`src/sv/uv_sphere_mesh_generator_assert.svh`:
```
// ---------------------------------------------------------------------------
// UV sphere mesh generator assertion macros
// Shared concurrent assertion forms, clocked on rising edge, reset low.
// ---------------------------------------------------------------------------
`ifndef UV_SPHERE_MESH_GENERATOR_ASSERT_SVH
`define UV_SPHERE_MESH_GENERATOR_ASSERT_SVH

// same-cycle implication
`define USMG_ASSERT_NOW(label, clk, rst_n, ante, cons) \
    label: assert property (@(posedge clk) disable iff (!(rst_n)) (ante) |-> (cons)) \
        else $error("assertion failed");

// next-cycle implication
`define USMG_ASSERT_NEXT(label, clk, rst_n, ante, cons) \
    label: assert property (@(posedge clk) disable iff (!(rst_n)) (ante) |=> (cons)) \
        else $error("assertion failed");

`endif

```
`src/sv/usmg_div.sv`:
```
// ---------------------------------------------------------------------------
// Pipelined restoring divider
// One quotient bit per stage; the word shifts dividend bits out, quotient in.
// ---------------------------------------------------------------------------
`default_nettype none

module usmg_div #(
    parameter int STEPS = 33,
    parameter int DEN_W = 11
) (
    input  wire logic             i_clk,
    input  wire logic             i_en,
    input  wire logic [DEN_W-1:0] i_rem,
    input  wire logic [DEN_W-1:0] i_den,
    input  wire logic [STEPS-1:0] i_word,
    output logic      [STEPS-1:0] o_quot
);

    logic [DEN_W-1:0] r_rem  [STEPS];
    logic [DEN_W-1:0] r_den  [STEPS];
    logic [STEPS-1:0] r_word [STEPS];
    logic [DEN_W-1:0] w_rem  [STEPS];
    logic [DEN_W-1:0] w_den  [STEPS];
    logic [STEPS-1:0] w_word [STEPS];
    logic [DEN_W-1:0] n_rem  [STEPS];
    logic [STEPS-1:0] n_word [STEPS];

    always_comb begin
        w_rem[0]  = i_rem;
        w_den[0]  = i_den;
        w_word[0] = i_word;
        for (int k = 1; k < STEPS; k++) begin
            w_rem[k]  = r_rem[k-1];
            w_den[k]  = r_den[k-1];
            w_word[k] = r_word[k-1];
        end
    end

    always_comb begin
        logic [DEN_W:0] v_sh;
        logic [DEN_W:0] v_diff;
        for (int k = 0; k < STEPS; k++) begin
            v_sh   = {w_rem[k], w_word[k][STEPS-1]};
            v_diff = v_sh - {1'b0, w_den[k]};
            if (v_sh >= {1'b0, w_den[k]}) begin
                n_rem[k]  = v_diff[DEN_W-1:0];
                n_word[k] = {w_word[k][STEPS-2:0], 1'b1};
            end else begin
                n_rem[k]  = v_sh[DEN_W-1:0];
                n_word[k] = {w_word[k][STEPS-2:0], 1'b0};
            end
        end
    end

    always_ff @(posedge i_clk) begin
        if (i_en) begin
            for (int k = 0; k < STEPS; k++) begin
                r_rem[k]  <= n_rem[k];
                r_den[k]  <= w_den[k];
                r_word[k] <= n_word[k];
            end
        end
    end

    assign o_quot = r_word[STEPS-1];

endmodule

`default_nettype wire

```
`config.mk`:
```
export PLATFORM = sky130hd
export DESIGN_NAME = usmg_div
export DESIGN_NICKNAME = d
export VERILOG_FILES = /design/src/sv/uv_sphere_mesh_generator_assert.svh /design/src/sv/usmg_div.sv
export SDC_FILE = /design/constraint.sdc
export NUM_CORES = 2
export LEC_CHECK = 0
export ABC_AREA = 1
export BUFFER_PORTS_ARGS = -buffer_cell sky130_fd_sc_hd__clkbuf_2
export CORE_MARGIN = 2
export CORE_UTILIZATION = 55
export DETAILED_ROUTE_END_ITERATION = 12
export GPL_TIMING_DRIVEN = 0
export HOLD_SLACK_MARGIN = 0.02
export PLACE_DENSITY = 0.73
export SLEW_MARGIN = 20
export SYNTH_ARGS = -nofsm -noshare
export SYNTH_HDL_FRONTEND = slang
export SYNTH_SLANG_ARGS = --single-unit
```
`constraint.sdc`:
```
create_clock -name i_clk -period 1.7 [get_ports i_clk]
set_input_delay 0.085 -clock i_clk [delete_from_list [all_inputs] [get_ports i_clk]]
set_output_delay 0.085 -clock i_clk [all_outputs]
set_load 0.005 [all_outputs]
```
; After elaboration in Yosys (flattened, before gate mapping)
; Memory sizes are Yosys's and may differ from the RTL's.
; Cells that the tools add are included.
[totals]
ram_bits = 1815
memories = 3
out_inout_bits = 33
ff_bits = 0
[mem_list]
columns = name, depth, width, rd, rd_clocked_by_memory_dff, wr, line
row1 = r_word, 33, 33, 33, 0, 33, usmg_div.sv:21  ; logic [STEPS-1:0] r_word [STEPS];
row2 = r_den, 33, 11, 32, 0, 33, usmg_div.sv:20  ; logic [DEN_W-1:0] r_den [STEPS];
row3 = r_rem, 33, 11, 32, 0, 33, usmg_div.sv:19  ; logic [DEN_W-1:0] r_rem [STEPS];
[classes]
magnitude_cmp = 33
add_sub_neg = 33
mux = 68
[ops]
columns = operator, count
row1 = 12-bit by 11-bit >= comparator with 1-bit output, 33
row2 = 11-bit 2-to-1 mux, 33
row3 = 11-bit subtractor, 33
row4 = 1-bit 2-to-1 mux, 35

; Depth between registers and ports, before layout
[depth]
word_depth = 2
depth_mapped = 11

; Worst setup path before layout
; OpenSTA, ideal clock, no wires.
[synth_path]
path_type = register to register
start = memory r_den[9][0], in the netlist r_den[0][99]
end = memory r_rem[10][2], in the netlist r_rem[0][112] (data pin)
setup_time_ns = 0.254
t_required_ns = 1.446
slack_ns = -0.182
t_arrival_ns = 1.629
n_path_buf = 1
stages_incl_launch_ff = 10
cell_sequence = edfxtp_1 > ha_1 > fa_1 > inv_1 > nand3_1 > nand3_2 > nand2_2 > nand4_4 > buf_12 > o21ai_2
[synth_rtl]
columns = element, line
row1 = from (decl), usmg_div.sv:20
row2 = to (decl), usmg_div.sv:19

==> summary.md <==
| Metric | Value |
|---|---|
| Layout cells sized above 1 | `32.3%` |
| DR DRC count | `0` |
| GRT overflow | `0` |
| Layout fillers | `10337` |
| Post-layout util | `70.2%` |
| Hold path start | `i_en` |
| H-tree level count | `4` |
| Wire length on met2 | `83800 µm` |
| FF-to-FF path depth | `11` |
| Antenna diodes | `0` |
| Clk Latency, worst-skew pair | `830 ps` |
| Worst slew margin | `45.1%` |
| Setup violations, final | `372` |
| Hold Vio Cnt, Final | `29` |
| ANT nets after route | `0` |
| Chip width | `396 µm` |
| WL met1 | `74600 µm` |
| Main flop type after synthesis | `edfxtp_1` |
| Ports | `90` |
| Routed Wire Length | `170000 µm` |
| Number of distinct library cells after synthesis | `33` |
| Via count | `52939` |
| Hold Path Depth | `1` |
| Clk root buf | `clkbuf_16` |
| Max-Cap Viols | `0` |
| Post-Place Setup Slack | `-1730 ps` |
| CTS Sinks | `1793` |
| Starting Density | `55.5%` |
| Syn avg cell area | `11.8 µm²` |
| DIE AREA | `0.157 mm²` |
| Largest area contributor in the netlist | `edfxtp_1` |
| Standard-cell rows | `143` |
| DRT Pass-1 Iters | `6` |
| Final Slew Violations | `0` |
| Violated checks | `negative hold slack, negative setup slack` |
| Total GRT Usage | `21.1%` |
| Die Ht | `396 µm` |
| TritonCTS clock tree | `done` |
| Initial DRC Count | `3253` |
| RR Endpoint | `r_rem[0][197]$_DFFE_PP_` |
| Final worst path period need | `2130 ps` |
| Synth Instances | `7153` |
| Post-synthesis register bit count | `1793` |
| Clk slew on worst S/H paths | `60 ps` |
| Met3 wire len | `6390 µm` |
| Gp weighted congestion | `0.886` |
| DP Area | `0.0895 mm²` |
| Critical Path Source Type | `register` |
| Min Hold Slack | `-331 ps` |
| Synth Warn # | `0` |
| Pwr dens | `1710 mW/mm²` |
| Slew at the pin closest to its max-slew limit | `820 ps` |
| Num CTS Buffers | `183` |
| EDFF count, synth | `1793` |
| WL/cell | `16.6 µm` |
| Area growth syn-to-layout | `26.5%` |
| Initial antenna violation count | `0` |
| Setup ws final | `-430 ps` |
| Yosys top cell area share | `63.6%` |
| Fin crit share | `125%` |
| Clk_skew | `39.0 ps` |
| Status | `finished, violations left` |
| RSZ-0062 raised after global routing | `true` |
| Synth Cell Area | `0.0847 mm²` |
| Detail Placement HPWL | `108000 µm` |
| Sequential area share after synthesis | `63.6%` |
| Vias in the first global route | `52402` |
| Worst Path Max Fanout | `2` |
| CP arrival | `2680 ps` |
| Placeable Area | `0.152 mm²` |
| Syn Nets | `7605` |
| Leak pwr | `44.4 nW` |
| Data required time of the worst path | `2250 ps` |
| CTS Buffer Depth | `3` |
| Reg2reg start | `r_word[0][560]$_DFFE_PP_` |
| Largest net degree at the start of global routing | `102` |
| WS Path Type | `register to register` |
| Top layer in use | `met4` |
| Hold EP | `r_word[0][20]$_DFFE_PP_` |
| First-pass GRT wire length | `268000 µm` |
| Flop-to-flop setup slack | `-430 ps` |
| Max Fclk | `470 MHz` |
| Vias per cell | `5.17` |
| Design Area, Final | `0.107 mm²` |
| Post-synth ARST share | `0%` |
| Ranking of synthesized cells by area | `edfxtp_1 64%, nand2_1 7.8%, ha_1 5.4%` |
| Hold Path Class | `input pin to register` |
| Maximum vdd drop | `0.00115 V` |
| # port buffers | `89` |
| Nets | `8519` |
| CP Capture Type | `register` |
per-stage QoR:
stage               hold slack (ps)  instances  TNS [ps]  power (mW)
CTS                            -399      10117   -101090         177
global route                   -366      10244   -118360         194
global placement                263       9272         -         111
detailed placement              264       9292  -1219710         120
floorplan                       184       7153    -12050         107
finish                         -331      10244    -92770         183
layout by cell type (no fill, tap or decap), types with 23 or more instances in the layout:
cell type and count:
buf_12 61, clkbuf_16 197, inv_2 171, nor2_2 69
or2_1 31, xnor2_1 32, buf_4 384, clkinv_2 29
buf_16 24, clkbuf_1 23, dlygate4sd3_1 100, nand2_4 118
a21oi_2 31, o21ai_2 115, clkbuf_2 88, xor2_1 58
nand3b_1 128, a21oi_1 96, nor2_4 62, ha_2 38
and2_1 28, bufinv_16 23, nand3_1 172, ha_1 86
nand4_1 289, o21ai_4 40, ha_4 239, nand3_2 179
inv_1 1026, edfxtp_1 1793, nand2_1 1432, nand4_4 32
nand2_2 375, buf_6 125, fa_2 31, clkinv_1 34
nor2_1 225, nand3_4 131
critical path: stages, from the launching register on:
cell and delay (ps):
edfxtp_1 480, inv_2 90, ha_4 170, fa_2 360
inv_2 80, buf_4 100, buf_4 100, nand3_1 160
nand3_1 140, nand2_1 70, nand3_2 70, nand2_1 50
cells by family after synthesis:
group	share of synthesized area, %
xor+xnor	0.993
fa+ha+maj	6.12
flops	63.6
compound gates	2.20
simple gates	20.6
buf+inv	6.52
cell usage after synthesis (all sizes together) (33+ instances only):
library cell / n
xor2: 64
nand2: 1926
o21ai: 162
buf: 77
nand3b: 128
or2: 33
edfxtp: 1793
inv: 1198
nor2: 356
nand4: 321
a21oi: 132
ha: 363
nand3: 482
registers in the layout, summed over array words and instances (netlist names):
register / count
r_word: 1089
r_den: 352
r_rem: 352
power breakdown:
group          internal (mW)  switching [mW]  total, mW  leakage [nW]
registers               58.5            4.96       63.5          17.5
logic                   35.2            43.9       79.1          23.9
clock network           23.4            17.0       40.4          2.95
total                    117            65.8        183          44.4
timing repair:
action | in CTS | in global routing
setup endpoints to repair | 750 | 555
endpoints found under the hold margin | 246 | 105
pin swaps | 212 | 248
gates resized for setup | 710 | 584
hold buffers | 102 | 2
setup buffers | 368 | 170
gates cloned | 38 | 1
how the worst max path moves through the flow:
stage / from / to / cells past startpoint
3_5_place_dp: i_en / r_word[0][1085]$_DFFE_PP_ / 7
6_report: r_word[0][560]$_DFFE_PP_ / r_rem[0][197]$_DFFE_PP_ / 11
3_3_place_gp: i_en / r_word[0][1084]$_DFFE_PP_ / 1
2_1_floorplan: r_den[0][55]$_DFFE_PP_ / r_rem[0][70]$_DFFE_PP_ / 9
5_1_grt: r_word[0][857]$_DFFE_PP_ / r_rem[0][287]$_DFFE_PP_ / 10
4_1_cts: r_word[0][857]$_DFFE_PP_ / r_rem[0][288]$_DFFE_PP_ / 11
area by class of cell:
cell class	count	area [µm²]	area share (%)
sequential	1793	53800	50.3
multi-input combinational	4065	31600	29.5
timing repair buffer	752	7530	7.04
clock buffer	204	4660	4.35
inverter	1198	4500	4.20
tap	2030	2540	2.37
clock inverter	128	1490	1.40
buffer	74	871	0.813
metal layers:
metal	global-route usage [%]	vias to the layer above
met3	3.02	305
li1	-	26118
met1	28.5	25465
met2	35.3	1051
met4	7.25	0
met5	0	-
Power figures use the tool's default switching activity.
