$ cat src/sv/uv_sphere_mesh_generator_assert.svh
// ---------------------------------------------------------------------------
// UV sphere mesh generator assertion macros
// Shared concurrent assertion forms, clocked on rising edge, reset low.
// ---------------------------------------------------------------------------
`ifndef UV_SPHERE_MESH_GENERATOR_ASSERT_SVH
`define UV_SPHERE_MESH_GENERATOR_ASSERT_SVH

// same-cycle implication
`define USMG_ASSERT_NOW(label, clk, rst_n, ante, cons) \
    label: assert property (@(posedge clk) disable iff (!(rst_n)) (ante) |-> (cons)) \
        else $error("assertion failed");

// next-cycle implication
`define USMG_ASSERT_NEXT(label, clk, rst_n, ante, cons) \
    label: assert property (@(posedge clk) disable iff (!(rst_n)) (ante) |=> (cons)) \
        else $error("assertion failed");

`endif

$ cat src/sv/usmg_delay.sv
// ---------------------------------------------------------------------------
// Enabled delay line
// Hold data for a fixed number of pipeline advances.
// ---------------------------------------------------------------------------
`default_nettype none

module usmg_delay #(
    parameter int WIDTH = 8,
    parameter int DEPTH = 4
) (
    input  wire logic             i_clk,
    input  wire logic             i_en,
    input  wire logic [WIDTH-1:0] i_data,
    output logic      [WIDTH-1:0] o_data
);

    logic [WIDTH-1:0] r_tap [DEPTH];

    always_ff @(posedge i_clk) begin
        if (i_en) begin
            r_tap[0] <= i_data;
            for (int k = 1; k < DEPTH; k++) begin
                r_tap[k] <= r_tap[k-1];
            end
        end
    end

    assign o_data = r_tap[DEPTH-1];

endmodule

`default_nettype wire

$ cat config.mk
export PLATFORM = sky130hd
export DESIGN_NAME = usmg_delay
export DESIGN_NICKNAME = d
export VERILOG_FILES = /design/src/sv/uv_sphere_mesh_generator_assert.svh /design/src/sv/usmg_delay.sv
export SDC_FILE = /design/constraint.sdc
export NUM_CORES = 1
export LEC_CHECK = 0
export ABC_AREA = 1
export BUFFER_PORTS_ARGS = -buffer_cell sky130_fd_sc_hd__buf_4
export CORE_MARGIN = 2
export CORE_UTILIZATION = 46
export DETAILED_ROUTE_END_ITERATION = 8
export PLACE_DENSITY = 0.76
export SLEW_MARGIN = 20
export SYNTH_ARGS = -nofsm -noshare
export SYNTH_HDL_FRONTEND = slang
export SYNTH_SLANG_ARGS = --single-unit
$ cat constraint.sdc
create_clock -name i_clk -period 0.8 [get_ports i_clk]
set_input_delay 0.12 -clock i_clk [delete_from_list [all_inputs] [get_ports i_clk]]
set_output_delay 0.12 -clock i_clk [all_outputs]
set_load 0.005 [all_outputs]
Word-level counts from Yosys, hierarchy flattened
Memory sizes are Yosys's and may differ from the RTL's.
Cells that the tools add are included.

cells by class
  bitwise operators = 0
  $lt $le $gt $ge = 0
  mux-type cells = 2
  eq/ne operators = 0
  divide/modulo/power cells = 0
  reduce and logical (&&, ||, !) cells = 0
  $mul = 0
  shift-type cells = 0
  add/sub/neg operators = 0

operators with widths
  operator  count
  $mux 1    2

word-level totals
  memories = 1
  latch bits = 0
  output and inout bits = 8
  bits in read-only memories = 0
  bits in writable memories = 32
  word-level logic and storage cells = 3
  input bits = 10
  flip-flop bits (word level) = 0

memory list
  memory  words  bits a word  read ports  clocked after memory_dff  wr ports  RTL line          source
  r_tap   4      8            4           0                         4         usmg_delay.sv:17  logic [WIDTH-1:0] r_tap [DEPTH];

Longest topological paths before layout
Gate-level depths: netlist (run 1).

  word-level depth = 2
  mapped depth = 0
  gate-level depth less buffers = 0

Worst setup path before layout (run 1)
OpenSTA, ideal clock, no wires.

  path type = flip-flop to flip-flop
  start point = memory r_tap[0][0]
  end point = memory r_tap[1][0] (data pin)
  library setup time = 0.266 ns
  stages on the path, launching flop included = 1
  required time = 0.534 ns
  data arrival time = 0.323 ns
  clock period less this slack = 0.589 ns
  buffers on the path = 0
  slack = 0.211 ns
  cells stage by stage = edfxtp_1

RTL lines
  what         RTL line
  from (decl)  usmg_delay.sv:17

==> run metrics, run 1 <==
first-pass GRT wire length=1660 um; Synth Instances=32; final instance area=0.00129 mm^2; antenna cell count=0; Worst Tran Pin Value=0.0910 ns; Global Route Usage Sum=10.1%; vias=405; share of cells above drive strength 1=36.4%; worst hold slack=0.0621 ns; antenna violations before repair=0; Avg Vias per Cell=4.35; final setup violation count=8; WP buf/inv=1; Ports=18; Synthesized Nets=42; CP arrival=0.82 ns; most common cell after layout, fill and taps aside=edfxtp_1; Tightest Hold Check Type=in -> reg; crit path cell chain=buf_4; Yosys Warn Count=0; FMAX=1070 MHz; total congestion overflow=0; Final Util=65.6%; sw frac=18.1%; Critical Path Fanout Max=1; Peak VDD IR=1.64 mV; WL final=994 um; RSZ-0062 raised after global routing=true; htree depth=2; Seq pwr share=68.8%; multi-input gates=0; die area=0.00247 mm^2; Chip Height=49.7 um; Max Cap Violations=0; Max Slew Vio Count=0; Hold Vio Cnt, Final=0; DR iter-0 viols=4; sequential share of the synthesized area=100%; clock network power share=26.0%; Top Registers=r_tap x32; post-CTS resize count=0; Root Driver=clkbuf_4; CTS tree=built; P_int=0.00238 W; Initial Util=49.0%; CP delay by family, top=flip-flops; DRC viols=0; Final Skew=0.00874 ns; CTS sink cnt=32; GPL Wtd Cong=0.631; Worst-Skew Late Latency=0.31 ns; core area=0.00196 mm^2; TritonCTS Buffers=5; Post-DP Area=0.00116 mm^2; syn avg cell area=30.0 um^2; Reg clk slew, reported paths=0.08 ns; Antenna Nets Post-Route=0; Comb power frac=5.2%; Clock Tree Buf Depth=2; flip-flop and latch count after synthesis=32; CP max-delay cell=edfxtp_1; Tcrit/Tclk final=117%; Post-Syn Area=961 um^2; violated checks=negative setup slack; setup repair bufs after CTS=0; Final TNS setup=-0.996 ns; synth unique cells=1; largest net degree at the start of global routing=17; Biggest register=r_tap; Setup crit end kind=output pin; slowest stage delay, CP=0.37 ns; final setup margin=-0.135 ns; FP Rows=16; most frequent cells in the layout=32 x edfxtp_1, 17 x buf_4, 8 x dlygate4sd3_1; outcome=finished with violations; Slew HR=93.9%; Critical Path Start Type=flip-flop; multi-input logic area=0 um^2; Final Critical Period=0.935 ns; die width=49.7 um; P_sw=0.000526 W; wire length per cell=10.7 um; Crit Path Category=reg -> out; drt pass-1 iters=3; Pwr per Cell Area=2250 mW/mm^2; area delta synth->final=34.0%; leakage power total=0.473 nW; Critical Path RT=0.68 ns; post-layout net count=76; vias in the first global route=401; dpl ws=0.104 ns; max reg flops=32; Port Buffers=17
-- final timing paths --
kind	end	start	slack (ns)	cells after the start
hold / removal	r_tap[0][6]$_DFFE_PP_	i_en	0.06	1
setup reg to reg	r_tap[2][4]$_DFFE_PP_	r_tap[1][4]$_DFFE_PP_	0.16	0
hold reg to reg	r_tap[1][6]$_DFFE_PP_	r_tap[0][6]$_DFFE_PP_	0.42	0
setup / recovery	o_data[0]	r_tap[3][0]$_DFFE_PP_	-0.14	1
-- power groups by stage --
stage	logic (W)	registers, W	clock network, W
floorplan	0	0.00203	0
global placement	0.000117	0.00203	0
detailed placement	0.000122	0.00204	0
CTS	0.000152	0.00200	0.000788
global route	0.000164	0.00201	0.000854
finish	0.000152	0.00199	0.000755
-- area by class of cell --
type / instances / area [um^2]
Sequential cell: 32 / 961
Fill cell: 144 / 674
Timing Repair Buffer: 27 / 248
Clock buffer: 5 / 37.5
Tap cell: 27 / 33.8
Clock inverter: 2 / 7.51
-- layer usage --
| layer | wire length [um] | share of wire, % | vias to the layer above | GRT usage (%) |
|---|---|---|---|---|
| li1 | - | - | 197 | - |
| met1 | 387 | 39 | 184 | 10.8 |
| met2 | 510 | 51 | 22 | 15.1 |
| met3 | 85 | 8.6 | 2 | 4.55 |
| met4 | 10 | 1.0 | 0 | 8.33 |
| met5 | 0 | 0 | - | 0 |
-- cells by family after synthesis --
family and share of synthesized area (%):
flip-flops 100
-- synth_stat cells, drive strengths merged --
master | number | share of area (%)
edfxtp | 32 | 100
-- metrics by stage --
step / total power (W) / instances
2_1_floorplan: 0.00203 / 32
3_3_place_gp: 0.00215 / 78
3_5_place_dp: 0.00216 / 78
4_1_cts: 0.00294 / 93
5_1_grt: 0.00302 / 93
6_report: 0.00290 / 93
-- repair_timing --
item	CTS	global route
hold buffers	8	0
endpoints found under the setup margin	8	8
pin swaps	0	0
endpoints found under the hold margin	8	0
Note: power is estimated with default switching activity, not from simulation.
==> run 2: changes to the inputs <==
--- a/config.mk
+++ b/config.mk
@@ -5,8 +5,7 @@
 export SDC_FILE = /design/constraint.sdc
 export NUM_CORES = 1
 export LEC_CHECK = 0
-export ABC_AREA = 1
-export BUFFER_PORTS_ARGS = -buffer_cell sky130_fd_sc_hd__buf_4
+export BUFFER_PORTS_ARGS = -buffer_cell sky130_fd_sc_hd__buf_2
 export CORE_MARGIN = 2
 export CORE_UTILIZATION = 46
 export DETAILED_ROUTE_END_ITERATION = 8
==> run 2 against run 1 <==
The flow still finishes with violations (negative setup slack); sequential share of layout area increased by 1.9 points; routed wire length shrank 1.0%; worst setup slack improved by 0.0010 ns; largest power group unchanged; largest cell class unchanged; highest routed layer unchanged.
==> run metrics, run 2 (synthesized netlist as in run 1, its figures left out) <==
Port Buffers=17 (unchanged); GPL Wtd Cong=0.607 (-3.7%); crit path cell chain=buf_2; TritonCTS Buffers=5 (unchanged); most common cell after layout, fill and taps aside=edfxtp_1; total congestion overflow=0 (unchanged); Chip Height=49.7 um (unchanged); CP arrival=0.81 ns (about the same); vias=403 (-0.49%); first-pass GRT wire length=1530 um (-7.9%); core area=0.00196 mm^2 (unchanged); Reg-to-Reg End=r_tap[3][0]$_DFFE_PP_; Slew HR=92.0% (-1.9 points); Final Skew=0.00520 ns (-0.00353 ns); Hold Vio Cnt, Final=0 (unchanged); CP max-delay cell=edfxtp_1; Final Util=64.0% (-1.6 points); antenna violations before repair=0 (unchanged); FF-to-FF path depth=0 (unchanged); DRT met1 WL=402 um (+3.9%); multi-input logic area=0 um^2 (unchanged); Tcrit/Tclk final=117% (-0.13 points); WP buf/inv=1 (unchanged); met2 wire len=451 um (-12%); violated checks=negative setup slack; WL final=984 um (-1.0%); DRC viols=0 (unchanged); Top Registers=r_tap x32; Final Critical Period=0.934 ns (-0.00101 ns); Max Slew Vio Count=0 (unchanged); outcome=finished with violations; Worst-Skew Late Latency=0.31 ns (about the same); DR top layer=met4; Avg Vias per Cell=4.24 (-2.6%); DR iter-0 viols=7 (+3); FMAX=1070 MHz (+0.11%); Global Route Usage Sum=9.84% (-0.22 points); setup repair bufs after CTS=0 (unchanged); Worst Setup SP=r_tap[3][3]$_DFFE_PP_; final setup violation count=8 (unchanged); RSZ-0062 raised after global routing=true; Post-DP Area=0.00113 mm^2 (-3.0%); Antenna Nets Post-Route=0 (unchanged); CTS tree=built; largest net degree at the start of global routing=16 (-1); Ports=18 (unchanged); Levels on crit path=1 (unchanged); slowest stage delay, CP=0.37 ns (about the same); area delta synth->final=30.7%; Tightest Hold Check Type=in -> reg; Crit Path Category=reg -> out; Worst R2R Start=r_tap[2][0]$_DFFE_PP_; multi-input gates=0 (unchanged); Final TNS setup=-0.950 ns (+0.0460 ns); drt pass-1 iters=3 (unchanged); final setup margin=-0.134 ns (+0.00101 ns); Worst Setup EP=o_data[3]; share of cells above drive strength 1=36.8% (+0.40 points); wire length per cell=10.4 um (-3.1%); CTS sink cnt=32 (unchanged); Critical Path RT=0.68 ns (about the same); die area=0.00247 mm^2 (unchanged); antenna cell count=0 (unchanged); Critical Path Fanout Max=1 (unchanged); Peak VDD IR=1.57 mV (-4.3%); htree depth=2 (unchanged); Pwr per Cell Area=2320 mW/mm^2 (+3.1%); post-CTS resize count=0 (unchanged); Biggest register=r_tap; die width=49.7 um (unchanged); vias in the first global route=360 (-10%); Reg clk slew, reported paths=0.08 ns (about the same); CP delay by family, top=flip-flops; hold_sp=i_en; Setup crit end kind=output pin; met3 routed WL=97 um (+14%); Critical Path Start Type=flip-flop; r2r setup slk=0.17 ns (about the same); leakage power total=0.464 nW (-1.9%); max reg flops=32 (unchanged); Root Driver=clkbuf_4; hold depth=2 (+1); Max Cap Violations=0 (unchanged); Worst Tran Pin Value=0.120 ns (+0.0285 ns); Initial Util=49.0% (unchanged); final instance area=0.00126 mm^2 (-2.4%); FP Rows=16 (unchanged); Clock Tree Buf Depth=2 (unchanged); most frequent cells in the layout=32 x edfxtp_1, 17 x buf_2, 8 x dlygate4sd3_1; fillers=163 (+13%); post-layout net count=77 (+1.3%)
[run 2: cell types whose count changed in the layout (fill, tap and decap cells not counted)]
cell	previous run	this run
buf_4	17	1
clkinv_1	2	1
buf_2	0	17
clkbuf_1	0	2
[run 2: how the worst min path moves through the flow]
stage                                  to  slack (ns)
floorplan           r_tap[0][0]$_DFFE_PP_        0.22
global placement    r_tap[0][4]$_DFFE_PP_        0.30
detailed placement  r_tap[0][3]$_DFFE_PP_        0.30
CTS                 r_tap[0][3]$_DFFE_PP_        0.20
global route        r_tap[0][3]$_DFFE_PP_        0.21
finish              r_tap[0][6]$_DFFE_PP_        0.21
[run 2: stage by stage]
step	setup WS [ns]	hold WS [ns]	cells	total power [W]
after detailed placement	0.0724	0.298	79	0.00214
after floorplan	0.211	0.219	32	0.00203
after global routing	-0.180	0.208	95	0.00305
final	-0.134	0.209	95	0.00292
after CTS	-0.160	0.202	95	0.00296
after global placement	0.0819	0.296	79	0.00212
[run 2: where the power goes]
group / internal, W / switching, W
sequential: 0.00197 / 0.0000236
clock: 0.000337 / 0.000458
combinational: 0.0000772 / 0.0000512
total: 0.00239 / 0.000532
[run 2: cell type report]
cell class,instances,area [um^2],share of cell area [%]
flip-flops and latches,32,961,76.5
clock inverters,1,3.75,0.299
clock buffers,7,45.0,3.59
repair buffers,28,213,16.9
well taps,27,33.8,2.69
[run 2: routing by layer]
layer,global-route usage (%),vias up
met5,0,-
met4,11.1,0
met3,5.45,5
met2,13.1,23
met1,10.1,177
li1,-,198
[run 2: what timing repair did]
item	CTS	global route
endpoints found under the setup margin	8	8
hold endpoints to repair	8	0
hold buffers	8	0
