<file path="src/sv/uv_sphere_mesh_generator_assert.svh">
// ---------------------------------------------------------------------------
// UV sphere mesh generator assertion macros
// Shared concurrent assertion forms, clocked on rising edge, reset low.
// ---------------------------------------------------------------------------
`ifndef UV_SPHERE_MESH_GENERATOR_ASSERT_SVH
`define UV_SPHERE_MESH_GENERATOR_ASSERT_SVH

// same-cycle implication
`define USMG_ASSERT_NOW(label, clk, rst_n, ante, cons) \
    label: assert property (@(posedge clk) disable iff (!(rst_n)) (ante) |-> (cons)) \
        else $error("assertion failed");

// next-cycle implication
`define USMG_ASSERT_NEXT(label, clk, rst_n, ante, cons) \
    label: assert property (@(posedge clk) disable iff (!(rst_n)) (ante) |=> (cons)) \
        else $error("assertion failed");

`endif

</file>
<file path="src/sv/usmg_pkg.sv">
// ---------------------------------------------------------------------------
// UV sphere mesh generator package
// Field widths, register indexes, CORDIC constants and helpers.
// ---------------------------------------------------------------------------
`default_nettype none

package usmg_pkg;

    localparam int CFG_W      = 9;
    localparam int CFG_IDX_W  = 1;
    localparam int RING_W     = 8;
    localparam int SEG_W      = 9;
    localparam int POS_W      = 16;
    localparam int TEX_W      = 16;
    localparam int IDX_W      = 17;

    localparam int DIV_STEPS  = 33;
    localparam int DEN_W      = 11;
    localparam int ANG_W      = 32;
    localparam int TRIG_W     = 32;
    localparam int COR_W      = 34;
    localparam int PROD_W     = 64;
    localparam int ATAN_ENTRIES = 24;

    typedef enum logic [CFG_IDX_W-1:0] {
        CFG_RING_COUNT    = 1'b0,
        CFG_SEGMENT_COUNT = 1'b1
    } t_cfg_index;

    typedef enum logic {
        FUNC_VERTEX = 1'b0,
        FUNC_CELL   = 1'b1
    } t_func;

    localparam logic [31:0] ATAN_TURNS [ATAN_ENTRIES] = '{
        32'h20000000, 32'h12E4051E, 32'h09FB385B, 32'h051111D4, 32'h028B0D43, 32'h0145D7E1,
        32'h00A2F61E, 32'h00517C55, 32'h0028BE53, 32'h00145F2F, 32'h000A2F98, 32'h000517CC,
        32'h00028BE6, 32'h000145F3, 32'h0000A2FA, 32'h0000517D, 32'h000028BE, 32'h0000145F,
        32'h00000A30, 32'h00000518, 32'h0000028C, 32'h00000146, 32'h000000A3, 32'h00000051
    };

    localparam logic signed [COR_W-1:0] CORDIC_START = 34'sd652032874;
    localparam logic signed [COR_W-1:0] QUARTER_TURN = 34'sd1073741824;
    localparam logic signed [COR_W-1:0] HALF_TURN    = 34'sd2147483648;

    localparam logic signed [PROD_W-1:0] POS_LIMIT = 64'sd16384;

    // sideband that rides alongside the arithmetic
    typedef struct packed {
        t_func            func;
        logic             err;
        logic [IDX_W-1:0] top;
        logic [IDX_W-1:0] bot;
    } t_side;

    function automatic logic signed [POS_W-1:0] sat_pos(input logic signed [PROD_W-1:0] v);
        logic signed [PROD_W-1:0] t;
        t = v;
        if (v > POS_LIMIT) begin
            t = POS_LIMIT;
        end else if (v < -POS_LIMIT) begin
            t = -POS_LIMIT;
        end
        return t[POS_W-1:0];
    endfunction

endpackage

`default_nettype wire

</file>
<file path="src/sv/usmg_cordic.sv">
// ---------------------------------------------------------------------------
// Pipelined rotation CORDIC
// Quadrant fold, one micro-rotation per stage, then sign restore.
// ---------------------------------------------------------------------------
`default_nettype none

module usmg_cordic #(
    parameter int ITER = 16
) (
    input  wire logic                                i_clk,
    input  wire logic                                i_en,
    input  wire logic        [usmg_pkg::ANG_W-1:0]   i_angle,
    output logic signed      [usmg_pkg::TRIG_W-1:0]  o_cos,
    output logic signed      [usmg_pkg::TRIG_W-1:0]  o_sin
);

    localparam int W = usmg_pkg::COR_W;

    logic signed [W-1:0] r_x [ITER+1];
    logic signed [W-1:0] r_y [ITER+1];
    logic signed [W-1:0] r_z [ITER+1];
    logic                r_flip [ITER+1];
    logic signed [W-1:0] w_z;
    logic signed [W-1:0] n_z0;
    logic                n_flip0;
    logic signed [W-1:0] n_cos;
    logic signed [W-1:0] n_sin;
    logic signed [usmg_pkg::TRIG_W-1:0] r_cos;
    logic signed [usmg_pkg::TRIG_W-1:0] r_sin;

    always_comb begin
        w_z     = signed'({{(W-usmg_pkg::ANG_W){i_angle[usmg_pkg::ANG_W-1]}}, i_angle});
        n_z0    = w_z;
        n_flip0 = 1'b0;
        if (w_z > usmg_pkg::QUARTER_TURN) begin
            n_z0    = w_z - usmg_pkg::HALF_TURN;
            n_flip0 = 1'b1;
        end else if (w_z < -usmg_pkg::QUARTER_TURN) begin
            n_z0    = w_z + usmg_pkg::HALF_TURN;
            n_flip0 = 1'b1;
        end
    end

    always_comb begin
        n_cos = r_flip[ITER] ? -r_x[ITER] : r_x[ITER];
        n_sin = r_flip[ITER] ? -r_y[ITER] : r_y[ITER];
    end

    always_ff @(posedge i_clk) begin
        if (i_en) begin
            r_x[0]    <= usmg_pkg::CORDIC_START;
            r_y[0]    <= '0;
            r_z[0]    <= n_z0;
            r_flip[0] <= n_flip0;
            for (int i = 0; i < ITER; i++) begin
                if (r_z[i] >= 0) begin
                    r_x[i+1] <= r_x[i] - (r_y[i] >>> i);
                    r_y[i+1] <= r_y[i] + (r_x[i] >>> i);
                    r_z[i+1] <= r_z[i] - signed'({2'b00, usmg_pkg::ATAN_TURNS[i]});
                end else begin
                    r_x[i+1] <= r_x[i] + (r_y[i] >>> i);
                    r_y[i+1] <= r_y[i] - (r_x[i] >>> i);
                    r_z[i+1] <= r_z[i] + signed'({2'b00, usmg_pkg::ATAN_TURNS[i]});
                end
                r_flip[i+1] <= r_flip[i];
            end
            r_cos <= n_cos[usmg_pkg::TRIG_W-1:0];
            r_sin <= n_sin[usmg_pkg::TRIG_W-1:0];
        end
    end

    assign o_cos = r_cos;
    assign o_sin = r_sin;

endmodule

`default_nettype wire

</file>
<file path="config.mk">
export PLATFORM = sky130hd
export DESIGN_NAME = usmg_cordic
export DESIGN_NICKNAME = d
export VERILOG_FILES = /design/src/sv/uv_sphere_mesh_generator_assert.svh /design/src/sv/usmg_pkg.sv /design/src/sv/usmg_cordic.sv
export SDC_FILE = /design/constraint.sdc
export NUM_CORES = 2
export LEC_CHECK = 0
export BUFFER_PORTS_ARGS = -buffer_cell sky130_fd_sc_hd__clkbuf_2
export CORE_ASPECT_RATIO = 0.7
export CORE_UTILIZATION = 63
export DETAILED_ROUTE_END_ITERATION = 8
export PLACE_DENSITY = 0.77
export SYNTH_ARGS = -nofsm -noshare
export SYNTH_HDL_FRONTEND = slang
export SYNTH_SLANG_ARGS = --single-unit
</file>
<file path="constraint.sdc">
create_clock -name i_clk -period 7.9 [get_ports i_clk]
set_input_delay 1.58 -clock i_clk [delete_from_list [all_inputs] [get_ports i_clk]]
set_output_delay 1.58 -clock i_clk [all_outputs]
set_load 0.01 [all_outputs]
</file>
# == Word level (Yosys, flattened, before mapping) ==
# Memory sizes are Yosys's and may differ from the RTL's.
# Index checks and enable logic that the tools add are counted.
# totals
mem_bits_ro,0
out_inout_bits,64
register_bits,64
memories,4
mem_bits_rw,1751
in_bits,34
latchBits,0
elab_cells,323
# classes
n_lt_le_gt_ge,18
bitwise,48
shift,0
mux,152
mul,0
addsub,99
n_eq_ne,0
reduce_logical,0
div,0
# mem_list
name,depth,width,rd,rd_ports_with_merged_regs,write_ports,line_no,source
r_x,17,34,17,0,17,usmg_cordic.sv:19,logic signed [W-1:0] r_x [ITER+1];
r_y,17,34,17,0,17,usmg_cordic.sv:20,logic signed [W-1:0] r_y [ITER+1];
r_z,17,34,16,0,17,usmg_cordic.sv:21,logic signed [W-1:0] r_z [ITER+1];
r_flip,17,1,17,0,17,usmg_cordic.sv:22,logic r_flip [ITER+1];
# op_table
cell,count
$mux W34,50
$ge A34 B1 Y1 const B,16
$mux W1,100
$add A34 B19 Y34,2
$add A34 B20 Y34,2
$add A34 B21 Y34,2
$add A34 B22 Y34,2
$add A34 B23 Y34,2
$add A34 B24 Y34,2
$add A34 B25 Y34,2
$add A34 B26 Y34,2
$add A34 B27 Y34,2
$add A34 B28 Y34,2
$add A34 B29 Y34,2
$add A34 B30 Y34,2
$add A34 B31 Y34,2
$add A34 B32 Y34,2
$add A34 B33 Y34,2
$sub A34 B19 Y34,2
$sub A34 B20 Y34,2
$sub A34 B21 Y34,2
$sub A34 B22 Y34,2
$sub A34 B23 Y34,2
$sub A34 B24 Y34,2
other kinds (50),109

# == Depth between registers and ports, before layout ==
# An unclocked memory read counts as a cell.
# depth
word_depth,6
mapped_depth,22

# == Worst setup path before layout ==
# No wires, ideal clock.
# synth_timing
path_kind,input to register
startpoint,input port i_en
endpoint,memory r_z[3][32] in the netlist's numbering (data pin)
slack_ns,1.254
required_ns,7.640
n_path_buf,7
arrival_ns,6.386
cell_stages,21
path_cell_list,buf_4 -> nand2_1 -> clkbuf_1 -> buf_1 -> clkbuf_1 -> clkbuf_1 -> buf_1 -> buf_1 -> xnor2_1 -> ha_1 -> o21ai_0 -> a31o_2 -> a221o_1 -> a31oi_1 -> nor3b_1 -> o31a_1 -> o31a_1 -> o21ai_0 -> a221oi_1 -> nor2_1 -> xor2_1
# synth_rtl
item,line_no,source
start: declaration,usmg_cordic.sv:11,"input wire logic i_en,"
end: declaration,usmg_cordic.sv:21,

==> reports/results.tsv <==
stage	metric	value	unit
run_status	status	finished, violations left	
run_status	failing checks	DRC	
yosys	syn avg cell area	9.46	um2
setup_path	Startpoint Class	primary input	
setup_path	crit path cell chain	buf_12, nand2_2, inv_2, nor2_1, xor2_1, ha_1, a21oi_1, nor3_1, nor3_1, a211oi_1, nor4b_1, o31ai_1, a2111oi_0, o31ai_1, a21oi_1, xnor2_1	
clocking	H-tree depth	4	
detailed_routing	Avg Vias per Cell	6.46	
clocking	Clock Latency Late Sink	0.84	ns
global_routing	All-Layer GR Usage	33.8	%
floorplanning	Cell Rows	139	
detailed_routing	Residual DRC	18	
clocking	hold_buf cts	0	
yosys	top cells by count, synth	edfxtp_1 (1581), xnor2_1 (1319), a21oi_1 (1315)	
global_routing	pin count of the biggest net entering global routing	157	
final_layout	area of the multi-input gates	79000	um2
floorplanning	core area	205000	um2
floorplanning	die width	545	um
placement	DP Wirelength	285000	um
setup_path	Critical Path RT	8.45	ns
yosys	most frequent cell after synthesis	edfxtp_1	
clocking	Num CTS Buffers	171	
floorplanning	I/O pin total	98	
yosys	share of the yosys chip area belonging to registers	36.5	%
clocking	CTS tree	built	
clocking	clock sinks	1581	
yosys	Yosys top cell area share	36.5	%
timing	achievable clock frequency	155	MHz
timing	period utilisation layout	81.8	%
placement	placer congestion estimate	1.02	
global_routing	initial antenna violation count	11	
final_layout	Fill cells	15885	
worst_hold_path	worst hold-check path type	reg2reg	
setup_path	CP Capture Type	flip-flop	
floorplanning	Starting Density	63.4	%
clocking	post-cts sizing count	0	
yosys	Syn. warnings	0	
clocking	clock buffer depth	4	
detailed_routing	Starting DRT DRC Count	11673	
timing	Pins Over Slew Limit	0	
setup_path	RR Startpoint	r_y[5][12]$_DFFE_PP_	
timing	crit path time final	6.46	ns
placement	PortBufs	97	
flow_run	max-cap check violation count	0	
yosys	Synth cell types	100	
yosys	ys async rst share	0	%
yosys	EDFF count, synth	1581	
setup_path	critical path type	in2reg	
yosys	Synth area leaders	edfxtp_1 (36%), ha_1 (12%), xnor2_1 (8.9%), a21oi_1 (5.1%), xor2_1 (3.9%)	
detailed_routing	routed len/inst	22.0	um
setup_path	slowest CP cell	a2111oi_0	
final_layout	register area	47500	um2
yosys	syn nets	15113	
yosys	flops & latches, synth	1581	
yosys	Synth area leader	edfxtp_1	
timing	Rel. slew slack	9.18	%
timing	number of setup violations in the final report	0	
timing	Final Hold Vio Count	0	
final_layout	fin nets	15149	
setup_path	CP Launch Point	i_en	
setup_path	WP data arrival	7.01	ns
clocking	Reg clk slew, reported paths	0.06	ns
timing	clk_skew	0.0427	ns
detailed_routing	final antenna-violating net count	0	
clocking	root buffer cell	clkbuf_16	
yosys	synthesized area	130000	um2
timing	unrepaired setup endpoints after global routing	no	
detailed_routing	drt pass-1 iters	8	
setup_path	critical path peak fanout	61	
global_routing	total congestion overflow	0	
clocking	# Post-CTS Setup Buffers	0	
floorplanning	Die H	382	um
yosys	synthesized instance count	13760	
timing	worst slew pin tran	1.35	ns
global_routing	vias in the first global route	100394	
detailed_routing	drt total wl	366000	um
final_layout	synthesis-to-layout area growth	6.94	%
yosys	prevailing post-synth register cell	edfxtp_1	
timing	setup TNS	0	ns
worst_hold_path	Hold Startpoint	r_flip[1][4]$_DFFE_PP_	
detailed_routing	DR vias	107783	
final_layout	proportion of layout cells with a drive suffix above 1	4.52	%
global_routing	global-route wire length before repair	563000	um
setup_path	crit-path max cell delay	0.68	ns
floorplanning	die area	209000	um2
## through the flow
step                hold WS [ns]  std cells  utilization, %  area, um2  setup slack (ns)
floorplan                  0.400      13760               -     130000              1.25
global placement           0.401      16372            65.1     134000              1.02
detailed placement         0.405      16372            65.1     134000             0.952
CTS                        0.415      16675            67.8     139000              1.78
global route               0.419      16675            67.8     139000             0.987
finish                     0.418      16680            67.8     139000              1.44
## critical path, delay by kind of cell
family	cells	cell delay, ns
xor+xnor	2	0.26
simple gates	5	1.95
compound gates	6	1.85
fa+ha+maj	1	0.32
buf+inv	2	0.81
## per-layer routing
metal / GRT usage (%) / part of all wire [%] / wire length, um / up-vias
li1: - / - / - / 51069
met1: 49.4 / 45 / 167000 / 51678
met2: 50.0 / 42 / 153000 / 4470
met3: 8.89 / 11 / 38500 / 558
met4: 7.49 / 2.1 / 7830 / 8
met5: 0 / 0.015 / 55 / -
## worst paths after layout
kind	endpoint	slack, ns	cells after the start
setup / recovery	r_x[6][33]$_DFFE_PP_	1.44	16
hold / removal	r_flip[1][5]$_DFFE_PP_	0.42	0
setup reg to reg	r_x[6][33]$_DFFE_PP_	1.57	20
hold reg to reg	r_flip[1][5]$_DFFE_PP_	0.42	0
## placed cells by master, fill, tap and decap left out, types with 157 or more instances in the layout
cell / instances
o21a_1: 185
nor3_1: 362
nand2_1: 827
nand2b_1: 189
o31ai_1: 157
o21ai_0: 836
inv_1: 640
ha_1: 1281
nand3_1: 223
a21oi_1: 1315
xnor2_1: 1319
a21o_1: 633
edfxtp_1: 1581
nor2_1: 1108
nor2b_1: 178
clkbuf_16: 175
xor2_1: 577
## final cells by class
cell class | instances | share of cell area (%)
Sequential cell | 1581 | 34.1
Antenna cell | 5 | 0.00899
Inverter | 653 | 1.76
Tap cell | 2749 | 2.47
Timing Repair Buffer | 189 | 0.918
Multi-Input combinational cell | 11200 | 56.8
Clock buffer | 195 | 3.20
Clock inverter | 108 | 0.777
## flip-flops by register name, indices dropped and copies added (netlist names)
name	flops
r_x	482
r_z	509
o_sin	32
o_cos	32
r_y	509
r_flip	17
## cells by family (layout without fill, tap and decap cells)
kind of cell	count (synthesis)	count (layout)	share of synthesized area, %
other cells	0	5	0
compound gates	4211	4211	20.6
fa+ha+maj	1339	1339	13.0
flops	1581	1581	36.5
xor+xnor	1896	1896	12.8
mux	90	90	0.731
buf+inv	979	1145	2.84
simple gates	3664	3664	13.6
Power is not shown: default switching activity piles up to over one toggle a cycle in this logic, so the estimate is an artifact.
